`src/sv/qap2d_pkg.sv`:
```
// Shared types, widths and constants of the quantized average pool block.
// Used by the top level, the serial divider and the port checker.
// Depends on nothing.
package qap2d_pkg;

  // Defaults of the top-level parameters.
  localparam int DEF_MAX_DIM     = 64;
  localparam int DEF_PLANE_WORDS = 4096;
  localparam int DEF_MAX_KERNEL  = 15;

  // Datapath widths.
  localparam int SUM_W       = 18;  // signed window sum, up to 225 terms of 10 bits
  localparam int MAG_W       = 17;  // magnitude of the window sum
  localparam int PROD_W      = 41;  // magnitude times the Q8.16 scale
  localparam int QHI_W       = 25;  // product with the 16 fraction bits dropped
  localparam int CNT_W       = 8;   // divisor, 1 to 225
  localparam int VAL_W       = 27;  // signed value before saturation
  localparam int ADDR_CALC_W = 17;  // plane address before range check

  // Register indexes of the configuration port.
  localparam logic [2:0] REG_IN_HEIGHT    = 3'd0;
  localparam logic [2:0] REG_IN_WIDTH     = 3'd1;
  localparam logic [2:0] REG_WINDOW_SHAPE = 3'd2;
  localparam logic [2:0] REG_WINDOW_STEPS = 3'd3;
  localparam logic [2:0] REG_INPUT_ZERO   = 3'd4;
  localparam logic [2:0] REG_OUTPUT_ZERO  = 3'd5;
  localparam logic [2:0] REG_SCALE_RATIO  = 3'd6;
  localparam logic [2:0] REG_MODE         = 3'd7;

  // Command codes of an input word.
  localparam logic CMD_STORE = 1'b0;
  localparam logic CMD_POOL  = 1'b1;

  // Saturation bounds of the pooled value.
  localparam logic signed [8:0] POOL_S_MIN = -9'sd128;
  localparam logic signed [8:0] POOL_S_MAX = 9'sd127;
  localparam logic signed [8:0] POOL_U_MIN = 9'sd0;
  localparam logic signed [8:0] POOL_U_MAX = 9'sd255;

  // Request to and response from the serial divider.
  typedef struct packed {
    logic             start;
    logic [QHI_W-1:0] dividend;
    logic [CNT_W-1:0] divisor;
  } div_req_t;

  typedef struct packed {
    logic             done;
    logic [QHI_W-1:0] quot;
    logic [CNT_W-1:0] rem;
  } div_rsp_t;

  // Sign-extend a 9-bit value to the saturation width.
  function automatic logic signed [VAL_W-1:0] widen9(input logic signed [8:0] v);
    return {{(VAL_W-9){v[8]}}, v};
  endfunction

endpackage

```
`src/sv/qap2d_div.sv`:
```
// Bit-serial restoring divider, one quotient bit per cycle.
// Depends on qap2d_pkg for the request and response structs.
module qap2d_div
  import qap2d_pkg::*;
(
  input  logic     clk,
  input  logic     rst,
  input  div_req_t req,
  output div_rsp_t rsp
);

  localparam int STEP_W = $clog2(QHI_W);

  logic              busy;
  logic              done;
  logic [STEP_W-1:0] step;
  logic [QHI_W-1:0]  work;
  logic [CNT_W-1:0]  rem;
  logic [CNT_W-1:0]  dsr;
  logic [CNT_W:0]    trial;
  logic [CNT_W:0]    diff;
  logic              fits;

  // Trial subtraction of the divisor from the shifted remainder.
  always_comb begin
    trial = {rem, work[QHI_W-1]};
    fits  = (trial >= {1'b0, dsr});
    diff  = trial - {1'b0, dsr};
  end

  // Iteration: the quotient bits shift into the dividend register.
  always_ff @(posedge clk) begin
    if (rst) begin
      busy <= 1'b0;
      done <= 1'b0;
    end else begin
      // Done is raised for one cycle after the last quotient bit.
      done <= !req.start && busy && (step == STEP_W'(QHI_W - 1));
      if (req.start) begin
        busy <= 1'b1;
        step <= '0;
        work <= req.dividend;
        rem  <= '0;
        dsr  <= req.divisor;
      end else if (busy) begin
        rem  <= fits ? diff[CNT_W-1:0] : trial[CNT_W-1:0];
        work <= {work[QHI_W-2:0], fits};
        if (step == STEP_W'(QHI_W - 1)) begin
          busy <= 1'b0;
        end else begin
          step <= step + 1'b1;
        end
      end
    end
  end

  assign rsp.done = done;
  assign rsp.quot = work;
  assign rsp.rem  = rem;

endmodule

```
`config.mk`:
```
export PLATFORM = sky130hd
export DESIGN_NAME = qap2d_div
export DESIGN_NICKNAME = d
export VERILOG_FILES = /design/src/sv/qap2d_pkg.sv /design/src/sv/qap2d_div.sv
export SDC_FILE = /design/constraint.sdc
export NUM_CORES = 1
export LEC_CHECK = 0
export BUFFER_PORTS_ARGS = -buffer_cell sky130_fd_sc_hd__clkbuf_2
export CORE_MARGIN = 4
export CORE_UTILIZATION = 49
export DETAILED_ROUTE_END_ITERATION = 16
export GPL_ROUTABILITY_DRIVEN = 0
export PLACE_DENSITY = 0.87
export SLEW_MARGIN = 20
export SYNTH_ARGS = -nofsm -noshare
export SYNTH_HDL_FRONTEND = slang
export SYNTH_SLANG_ARGS = --single-unit
```
`constraint.sdc`:
```
create_clock -name clk -period 3.24 [get_ports clk]
set_input_delay 0.324 -clock clk [delete_from_list [all_inputs] [get_ports clk]]
set_output_delay 0.324 -clock clk [all_outputs]
set_load 0.02 [all_outputs]
```
==> load_flow_metrics.sql, run 1 <==
INSERT INTO impl_metrics (metric_group, metric, value, unit) VALUES
('detailed_routing', 'routedLengthMet1', '2.270', 'mm'),
('global_routing', 'grt_pass1_wl', '9.011', 'mm'),
('timing', 'final-setup-viol-count', '0', ''),
('global_routing', 'globalRouteOverflowTotal', '0', ''),
('synth', 'main_combinational_cell_family_by_area_after_synthesis', 'compound AO/OA/AOI/OAI gates', ''),
('clock_tree', 'worst_setup_hold_path_clk_slew', '0.09', 'ns'),
('setup_path', 'crit_path_max_fanout', '8', ''),
('synth', 'yosysMostFrequentCell', 'edfxtp_1', ''),
('timing', 'grt_setup_unrepaired', 'no', ''),
('detailed_routing', 'wirelength', '5.298', 'mm'),
('pwr', 'switching_power', '0.0004256', 'W'),
('timing', 'slew_violations', '0', ''),
('timing', 'totalNegativeSetupSlack', '0', 'ns'),
('finish', 'antenna_cells_inserted', '0', ''),
('pwr', 'leakagePower', '1.227', 'nW'),
('synth', 'synth_top_cell_area_share', '0.5520', ''),
('clock_tree', 'cts.repair.resized', '0', ''),
('clock_tree', 'num_cts_buffers', '5', ''),
('place', 'port-buffer-count', '69', ''),
('detailed_routing', 'drtPass1Iterations', '4', ''),
('synth', 'synth.area.mux_share', '0.1125', ''),
('pwr', 'sw_frac_of_total', '0.2696', ''),
('pwr', 'p_int', '0.001153', 'W'),
('synth', 'synth_top_flop_cell', 'edfxtp_1', ''),
('die', 'ios', '70', ''),
('synth', 'yosys.cell_types.count', '46', ''),
('setup_path', 'worst-endpoint-required', '3.31', 'ns'),
('timing', 'layout_worst_path_cycle_share', '0.6713', ''),
('detailed_routing', 'met3_wirelength', '505', 'um'),
('synth', 'postSynthRegisterBits', '48', ''),
('flow_run', 'total_of_max_cap_violations', '0', ''),
('timing', 'fmax', '459.7', 'MHz'),
('timing', 'finalHoldViolations', '0', ''),
('die', 'die_x', '79.46', 'um'),
('synth', 'total_number_of_yosys_warnings', '0', ''),
('detailed_routing', 'met2RoutedLength', '2.410', 'mm'),
('pwr', 'power.density', '520.3', 'mW/mm2'),
('clock_tree', 'cts.sink_count', '48', ''),
('detailed_routing', 'vias', '1774', ''),
('synth', 'yosysTopAreaCell', 'edfxtp_1', ''),
('finish', 'layout-drive-gt1-share', '0.4646', ''),
('pwr', 'clk_network_pwr_share', '0.303', ''),
('die', 'die_y', '79.46', 'um'),
('hold_path', 'min_path_type', 'in -> reg', ''),
('detailed_routing', 'top_layer', 'met4', ''),
('global_routing', 'vias_in_the_first_global_route', '1844', ''),
('finish', 'design_area', '0.003034', 'mm2'),
('synth', 'synth_simple_gate_area_frac', '0.08800', ''),
('timing', 'timing_worst_slew_pin_value', '0.8712', 'ns'),
('place', 'placed_cell_area', '0.002908', 'mm2'),
('synth', 'synth-xor-area-share', '0.01400', ''),
('synth', 'mappedNetlistArea', '0.002502', 'mm2'),
('setup_path', 'crit_arrival', '2.24', 'ns'),
('timing', 'timing.max_slew.rel_slack', '0.4180', ''),
('finish', 'syn2layout_area_growth', '21.25', '%'),
('synth', 'largest_cells_by_area_after_synthesis', 'edfxtp_1, mux2_2, ha_1', ''),
('clock_tree', 'hold_buffers', '0', ''),
('synth', 'synth.cells.most_frequent', 'edfxtp_1, mux2_2, inv_1', ''),
('pwr', 'share_comb_of_total_power', '0.212', ''),
('global_routing', 'grt_util_all_layers', '0.1851', ''),
('detailed_routing', 'drt_iter0_drc', '138', ''),
('outcome', 'result_of_the_run', 'finished, final reports clean', ''),
('finish', 'fin_nets', '300', ''),
('timing', 'final.min_clock_period', '2.175', 'ns'),
('setup_path', 'timing_worst_setup_path_type', 'reg -> reg', ''),
('setup_path', 'reg2reg_slack', '1.06', 'ns'),
('die', 'fp-row-count', '25', ''),
('timing', 'timing.clock.skew', '0.008075', 'ns'),
('die', 'initial_cell_density_of_the_core', '0.5161', ''),
('clock_tree', 'clock_tree.root_cell', 'clkbuf_8', ''),
('detailed_routing', 'drcViolationCount', '0', '');
[cell families (layout without fill, tap and decap cells)]
logic type / after synthesis / count (layout)
DFF: 48 / 48
adders and majority gates: 11 / 11
and+or+nand+nor: 39 / 39
muxes: 25 / 25
AOI/OAI and AO/OA: 37 / 37
buffers and inverters: 17 / 90
xor gates and xnor gates: 4 / 4
[critical path, stage by stage, from the launching register on]
cell and delay [ns]:
edfxtp_1 0.44, ha_1 0.41, a21o_1 0.28, a211oi_4 0.35, nand2_1 0.17, mux2_2 0.29
[through the flow]
| stage | setup WS (ns) | util | total power [W] | hold slack [ns] | std cells |
|---|---|---|---|---|---|
| after floorplan | 0.6082 | - | 0.001014 | 0.4013 | 181 |
| after CTS | 1.080 | 0.6258 | 0.001584 | 0.1861 | 321 |
| after global placement | 1.158 | 0.5997 | 0.001098 | 0.4694 | 313 |
| after detailed placement | 1.098 | 0.5997 | 0.001113 | 0.4724 | 313 |
| final | 1.065 | 0.6258 | 0.001579 | 0.1851 | 321 |
| after global routing | 0.9205 | 0.6258 | 0.001649 | 0.1753 | 321 |
[flip-flops by register name (all words and copies together), names as in the netlist]
signal and count:
rem 8, done 1, step 5, dsr 8, busy 1, work 25
[cells in the final DEF, fill, tap and decap left out, drive strengths merged, types with 2 or more instances in the layout]
master	netlist	routed
clkbuf	5	76
edfxtp	46	46
mux2	25	25
inv	11	11
ha	10	10
nor2	9	9
a21oi	9	9
nand3	8	8
nor2b	6	6
o21ai	6	6
nor3	5	5
o21a	4	4
a211oi	4	4
nand2	3	3
o211ai	2	2
xnor2	2	2
xor2	2	2
dfxtp	2	2
buf	1	2
and3	2	2
a211o	2	2
a31oi	2	2
[power by group through the flow]
stage / Combinational [W] / Clock (W) / Sequential, W
after floorplan: 0.000202 / 0 / 0.000812
after global placement: 0.000320 / 0 / 0.000778
after detailed placement: 0.000334 / 0 / 0.000779
after CTS: 0.000335 / 0.000483 / 0.000766
after global routing: 0.000368 / 0.000509 / 0.000772
final: 0.000335 / 0.000478 / 0.000765
[final timing paths]
kind,cells past startpoint,start,to
hold / removal,1,req[6],dsr[6]
hold reg to reg,1,busy,done
setup / recovery,5,rem[5],work[0]
setup reg to reg,5,rem[5],work[0]
[per-layer routing]
metal  global-route usage  vias up
li1                     -      836
met1               0.2386      845
met2               0.2838       82
met3              0.06546       11
met4              0.07388        0
met5                    0        -
[final cells by class]
cell class,instances,area share
Timing Repair Buffer,71,0.1188
Tap cell,67,0.02763
Multi-Input combinational cell,116,0.3299
Sequential cell,48,0.4685
Clock inverter,1,0.009897
Inverter,11,0.01361
Clock buffer,7,0.03175
(Power assumes the default switching activity.)
==> run 2, diff against run 1 <==
Settings changed: CORE_UTILIZATION 49 to 47.
Clock period 3.24 ns to 2 ns, I/O delays scaled along.
==> run 2 against run 1 <==
- hold slack got worse by 0.12 ns
- routed wire length increased by 2.9%
- die area increased by 3.8%
- sequential power increased by 62%
- critical path depth increased by 1
- clock power increased by 45%
- global-route usage decreased by 0.81 points
- combinational power increased by 88%
- largest cell class unchanged
==> load_flow_metrics.sql, run 2 (synthesis results as in run 1) <==
INSERT INTO impl_metrics (metric_group, metric, value, unit) VALUES
('outcome', 'result_of_the_run', 'finished, final reports clean', ''),
('die', 'ios', '70', ''),
('die', 'die_y', '80.97', 'um'),
('finish', 'syn2layout_area_growth', '29.50', '%'),
('finish', 'stdcell_count', '345', ''),
('detailed_routing', 'detail_route.vias_per_cell', '5.267', ''),
('global_routing', 'globalRouteOverflowTotal', '0', ''),
('setup_path', 'crit_path_max_fanout', '9', ''),
('place', 'dp_cells', '332', ''),
('clock_tree', 'cts-root-to-sink-buffers', '2', ''),
('place', 'dpl_worst_slack', '-0.03937', 'ns'),
('global_routing', 'antenna_found_initial', '0', ''),
('flow_run', 'total_of_max_cap_violations', '0', ''),
('finish', 'layout.cells.most_common', 'clkbuf_2', ''),
('timing', 'final.min_clock_period', '1.996', 'ns'),
('pwr', 'vdd_ir_drop_max', '0.0004900', 'V'),
('finish', 'layout-drive-gt1-share', '0.5418', ''),
('detailed_routing', 'post_drt_wl_per_cell', '15.81', 'um'),
('timing', 'finalWorstSetupSlack', '0.003703', 'ns'),
('setup_path', 'timing.critical_path.cells', 'ha_2 > and3_1 > nand3_2 > a31oi_4 > nor3_1 > a211oi_1', ''),
('global_routing', 'grt_util_all_layers', '0.1770', ''),
('setup_path', 'worst_path_largest_cell_delay', '0.40', 'ns'),
('setup_path', 'worst_setup_path_end_kind', 'flip-flop', ''),
('finish', 'largest_register_ffs', '25', ''),
('detailed_routing', 'vias', '1817', ''),
('finish', 'nFillCells', '432', ''),
('die', 'design.die.area', '0.006555', 'mm2'),
('clock_tree', 'cts_tree', 'done', ''),
('die', 'die_x', '80.97', 'um'),
('timing', 'final-setup-viol-count', '0', ''),
('timing', 'timing.max_slew.rel_slack', '0.7258', ''),
('finish', 'utilization', '0.6305', ''),
('clock_tree', 'h_tree_lvls', '2', ''),
('clock_tree', 'worst_setup_hold_path_clk_slew', '0.09', 'ns'),
('timing', 'grt_setup_unrepaired', 'yes', ''),
('timing', 'timing_worst_slew_pin_value', '0.4114', 'ns'),
('die', 'initial_cell_density_of_the_core', '0.4869', ''),
('clock_tree', 'clock_latency', '0.30', 'ns'),
('die', 'core_region_area', '0.005140', 'mm2'),
('global_routing', 'grt_start_max_net_pins', '20', ''),
('clock_tree', 'cts.sink_count', '48', ''),
('detailed_routing', 'drt.antenna.violating_nets', '0', ''),
('setup_path', 'worst_setup_path_start_kind', 'flip-flop', ''),
('timing', 'timing.clock.skew', '0.009604', 'ns'),
('finish', 'final_cell_mix', 'clkbuf_2, edfxtp_1, mux2_2', ''),
('place', 'port-buffer-count', '69', ''),
('timing', 'finalHoldViolations', '0', ''),
('global_routing', 'grt_pass1_wl', '8.700', 'mm'),
('detailed_routing', 'drcViolationCount', '0', ''),
('setup_path', 'reg2reg_slack', '0.004', 'ns'),
('detailed_routing', 'drtPass1Iterations', '4', ''),
('finish', 'fin_nets', '321', ''),
('global_routing', 'vias_in_the_first_global_route', '1826', ''),
('timing', 'layout_worst_path_cycle_share', '0.9981', ''),
('setup_path', 'timing_worst_setup_path_type', 'reg -> reg', ''),
('finish', 'antenna_cells_inserted', '0', ''),
('place', 'placed_cell_area', '0.003044', 'mm2'),
('hold_path', 'min_path_type', 'in -> reg', ''),
('timing', 'final_layout_worst_hold_slack', '0.06826', 'ns'),
('clock_tree', 'clock_tree.root_cell', 'clkbuf_8', ''),
('place', 'dpl.hpwl', '4.057', 'mm'),
('setup_path', 'crit_arrival', '2.10', 'ns'),
('finish', 'max_flop_register', 'work', ''),
('die', 'fp-row-count', '26', ''),
('pwr', 'leakagePower', '1.324', 'nW'),
('finish', 'design_area', '0.003241', 'mm2'),
('timing', 'slew_violations', '0', ''),
('setup_path', 'worst-endpoint-required', '2.10', 'ns'),
('clock_tree', 'num_cts_buffers', '5', ''),
('detailed_routing', 'wirelength', '5.453', 'mm'),
('timing', 'fmax', '500.9', 'MHz'),
('detailed_routing', 'drt_iter0_drc', '115', ''),
('setup_path', 'slowest_stage', 'edfxtp_1', ''),
('finish', 'reg_top3', 'work x25, dsr x8, rem x8', ''),
('pwr', 'power.density', '791.2', 'mW/mm2');
run 2: changes by cell type in the layout (fill, tap and decap cells not counted), moves of 2 or more:
cell      change
clkbuf_8      -2
ha_4          +3
ha_2          +2
nor2b_1       -2
ha_1          -5
buf_4        +21
run 2: repair_timing:
action / 4_1_cts / 5_1_grt
gates resized for setup: 7 / 6
hold buffers: 0 / 0
pin swaps: 5 / 4
endpoints found under the setup margin: 3 / 9
buffers inserted: 3 / 2
hold endpoints to repair: 0 / 0
gates cloned: 0 / 0
run 2: worst max-delay path, delay by kind of cell (launching register included):
family	cells	cell delay (ns)
flops	1	0.40
fa+ha+maj	1	0.39
simple gates	3	0.41
compound gates	2	0.61
run 2: power by group:
group	total (W)	switching, W	internal [W]
sequential	0.00124	0.0000435	0.00119
clock	0.000695	0.000324	0.000372
combinational	0.000630	0.000330	0.000300
run 2: cell type report:
class	count	area (um2)	area share
flip-flops and latches	48	1421	0.4386
well taps	70	87.58	0.02703
repair buffers	92	518.0	0.1598
inverters	11	41.29	0.01274
clock buffers	6	72.57	0.02239
clock inverters	2	35.03	0.01081
multi-input cells	116	1065	0.3286
run 2: final timing paths:
path          start     end  cells after the start
min          req[6]  dsr[6]                      1
max reg2reg  rem[1]  rem[0]                      6
max          rem[1]  rem[0]                      6
min reg2reg    busy    done                      1
run 2: metrics by stage:
step,setup TNS (ns),total power [W]
finish,0,0.002564
global route,-0.1378,0.002682
CTS,-0.01796,0.002565
detailed placement,-0.05720,0.001847
global placement,0,0.001823
floorplan,-0.09869,0.001648
run 2: layer usage:
metal | vias to the layer above | global-route usage | part of all wire
li1 | 879 | - | -
met2 | 65 | 0.2931 | 0.49
met3 | 8 | 0.05100 | 0.074
met5 | - | 0 | 0
met1 | 865 | 0.2218 | 0.42
met4 | 0 | 0.06081 | 0.015
==> run 3, diff against run 2 <==
Settings changed: CORE_UTILIZATION 47 to 49, SKIP_LAST_GASP from default to 1.
Clock period 2 ns to 2.25 ns, I/O delays scaled along.
==> run 3 against run 2 <==
- sequential power is 11% lower
- register-to-register slack better by 0.08 ns
- die area is 3.7% lower
- flip-flop and latch count stayed put
- combinational power is 24% lower
- critical endpoint is now work[0]
- largest power group unchanged
- highest routed layer unchanged
==> load_flow_metrics.sql, run 3 (synthesis results as in run 1) <==
INSERT INTO impl_metrics (metric_group, metric, value, unit) VALUES
('timing', 'final-setup-viol-count', '0', ''),
('clock_tree', 'cts.sink_count', '48', ''),
('detailed_routing', 'routedLengthMet1', '2.213', 'mm'),
('timing', 'final.min_clock_period', '2.164', 'ns'),
('global_routing', 'globalRouteOverflowTotal', '0', ''),
('timing', 'timing_worst_slew_pin_value', '0.3762', 'ns'),
('detailed_routing', 'met2RoutedLength', '2.291', 'mm'),
('pwr', 'leakagePower', '1.242', 'nW'),
('finish', 'syn2layout_area_growth', '22.15', '%'),
('die', 'ios', '70', ''),
('setup_path', 'reg2reg_slack', '0.09', 'ns'),
('clock_tree', 'cts.repair.resized', '0', ''),
('die', 'design.die.area', '0.006314', 'mm2'),
('timing', 'final_layout_worst_hold_slack', '0.09267', 'ns'),
('setup_path', 'crit_arrival', '2.22', 'ns'),
('die', 'core_region_area', '0.004848', 'mm2'),
('detailed_routing', 'detail_route.vias_per_cell', '5.454', ''),
('die', 'die_x', '79.46', 'um'),
('setup_path', 'worst_setup_path_end_kind', 'flip-flop', ''),
('finish', 'antenna_cells_inserted', '0', ''),
('global_routing', 'vias_in_the_first_global_route', '1796', ''),
('clock_tree', 'hold_buffers', '0', ''),
('setup_path', 'crit_path_max_fanout', '6', ''),
('detailed_routing', 'vias', '1767', ''),
('place', 'port-buffer-count', '69', ''),
('detailed_routing', 'wirelength', '5.001', 'mm'),
('setup_path', 'worst_setup_path_start_kind', 'flip-flop', ''),
('global_routing', 'antenna_found_initial', '0', ''),
('pwr', 'switching_power', '0.0005946', 'W'),
('setup_path', 'crit_buf_inv', '0', ''),
('setup_path', 'crit_family', 'compound AO/OA/AOI/OAI gates', ''),
('clock_tree', 'h_tree_lvls', '2', ''),
('detailed_routing', 'top_layer', 'met4', ''),
('finish', 'reg_top3', 'work x25, dsr x8, rem x8', ''),
('setup_path', 'worst_path_largest_cell_delay', '0.45', 'ns'),
('global_routing', 'grt_util_all_layers', '0.1674', ''),
('pwr', 'share_comb_of_total_power', '0.213', ''),
('pwr', 'clk_network_pwr_share', '0.300', ''),
('pwr', 'p_int', '0.001665', 'W'),
('pwr', 'share_seq_of_total_power', '0.488', ''),
('clock_tree', 'clock_latency', '0.30', 'ns'),
('detailed_routing', 'drt.antenna.violating_nets', '0', ''),
('pwr', 'power.density', '739.2', 'mW/mm2'),
('clock_tree', 'cts.repair_timing.setup_buffer_count', '0', ''),
('setup_path', 'slowest_stage', 'edfxtp_1', ''),
('setup_path', 'timing.critical_path.cells', 'ha_1 > nor2b_1 > o31ai_4 > a31o_4 > nand2_1 > mux2_2', ''),
('detailed_routing', 'drt_iter0_drc', '138', ''),
('detailed_routing', 'post_drt_wl_per_cell', '15.44', 'um'),
('timing', 'fmax', '462.1', 'MHz'),
('detailed_routing', 'drtPass1Iterations', '4', ''),
('timing', 'totalNegativeSetupSlack', '0', 'ns'),
('finish', 'largest_register_ffs', '25', ''),
('finish', 'fin_nets', '303', ''),
('global_routing', 'grt_start_max_net_pins', '30', ''),
('finish', 'layout.cells.most_common', 'clkbuf_2', ''),
('die', 'fp-row-count', '25', ''),
('clock_tree', 'cts_tree', 'done', ''),
('detailed_routing', 'met3_wirelength', '444', 'um'),
('finish', 'stdcell_count', '324', ''),
('setup_path', 'worst-endpoint-required', '2.31', 'ns'),
('pwr', 'sw_frac_of_total', '0.2632', ''),
('setup_path', 'timing_worst_setup_path_type', 'reg -> reg', ''),
('pwr', 'vdd_ir_drop_max', '0.0005049', 'V'),
('flow_run', 'total_of_max_cap_violations', '0', ''),
('clock_tree', 'clock_tree.root_cell', 'clkbuf_8', ''),
('clock_tree', 'cts-root-to-sink-buffers', '2', ''),
('timing', 'timing.clock.skew', '0.009694', 'ns'),
('clock_tree', 'worst_setup_hold_path_clk_slew', '0.09', 'ns'),
('global_routing', 'grt_pass1_wl', '8.300', 'mm'),
('outcome', 'result_of_the_run', 'finished, final reports clean', ''),
('timing', 'layout_worst_path_cycle_share', '0.9617', ''),
('finish', 'final_cell_mix', 'clkbuf_2, edfxtp_1, mux2_2', ''),
('place', 'dp_cells', '316', ''),
('detailed_routing', 'drcViolationCount', '0', ''),
('timing', 'grt_setup_unrepaired', 'no', ''),
('timing', 'slew_violations', '0', ''),
('die', 'die_y', '79.46', 'um'),
('timing', 'timing.max_slew.rel_slack', '0.7492', ''),
('hold_path', 'min_path_type', 'in -> reg', ''),
('finish', 'layout-drive-gt1-share', '0.4708', ''),
('timing', 'finalHoldViolations', '0', ''),
('place', 'dpl.hpwl', '3.771', 'mm'),
('die', 'initial_cell_density_of_the_core', '0.5161', ''),
('finish', 'max_flop_register', 'work', ''),
('clock_tree', 'num_cts_buffers', '5', '');
-- run 3: final cells by class --
type                            count  area [um2]
Sequential cell                    48        1421
Multi-Input combinational cell    116        1001
Tap cell                           67       83.83
Fill cell                         360        1792
Clock inverter                      1       30.03
Timing Repair Buffer               74       382.9
Inverter                           11       41.29
Clock buffer                        7       96.34
-- run 3: worst paths after layout --
kind / start / endpoint / cells past startpoint
worst max-delay path: rem[0] / work[0] / 6
worst min-delay path: req[5] / dsr[5] / 1
worst max register to register: rem[0] / work[0] / 6
worst min register to register: busy / done / 1
-- run 3: per-layer routing --
layer / track usage / vias up
met5: 0 / -
met4: 0.04811 / 0
met3: 0.06208 / 7
met2: 0.2596 / 67
met1: 0.2193 / 849
li1: - / 844
-- run 3: through the flow --
step / total power, W / worst slack, ns / utilization / cell area (um2)
CTS: 0.002275 / 0.08916 / 0.6305 / 3057
finish: 0.002260 / 0.08612 / 0.6305 / 3057
global route: 0.002368 / 0.007358 / 0.6305 / 3057
global placement: 0.001588 / 0.1890 / 0.6044 / 2930
floorplan: 0.001460 / 0.1489 / - / 2505
detailed placement: 0.001603 / 0.09874 / 0.6044 / 2930
-- run 3: power groups by stage --
stage / logic [W] / clock network [W] / registers [W]
after floorplan: 0.000292 / 0 / 0.00117
final: 0.000481 / 0.000677 / 0.00110
after global routing: 0.000529 / 0.000729 / 0.00111
after CTS: 0.000484 / 0.000689 / 0.00110
after global placement: 0.000467 / 0 / 0.00112
after detailed placement: 0.000481 / 0 / 0.00112
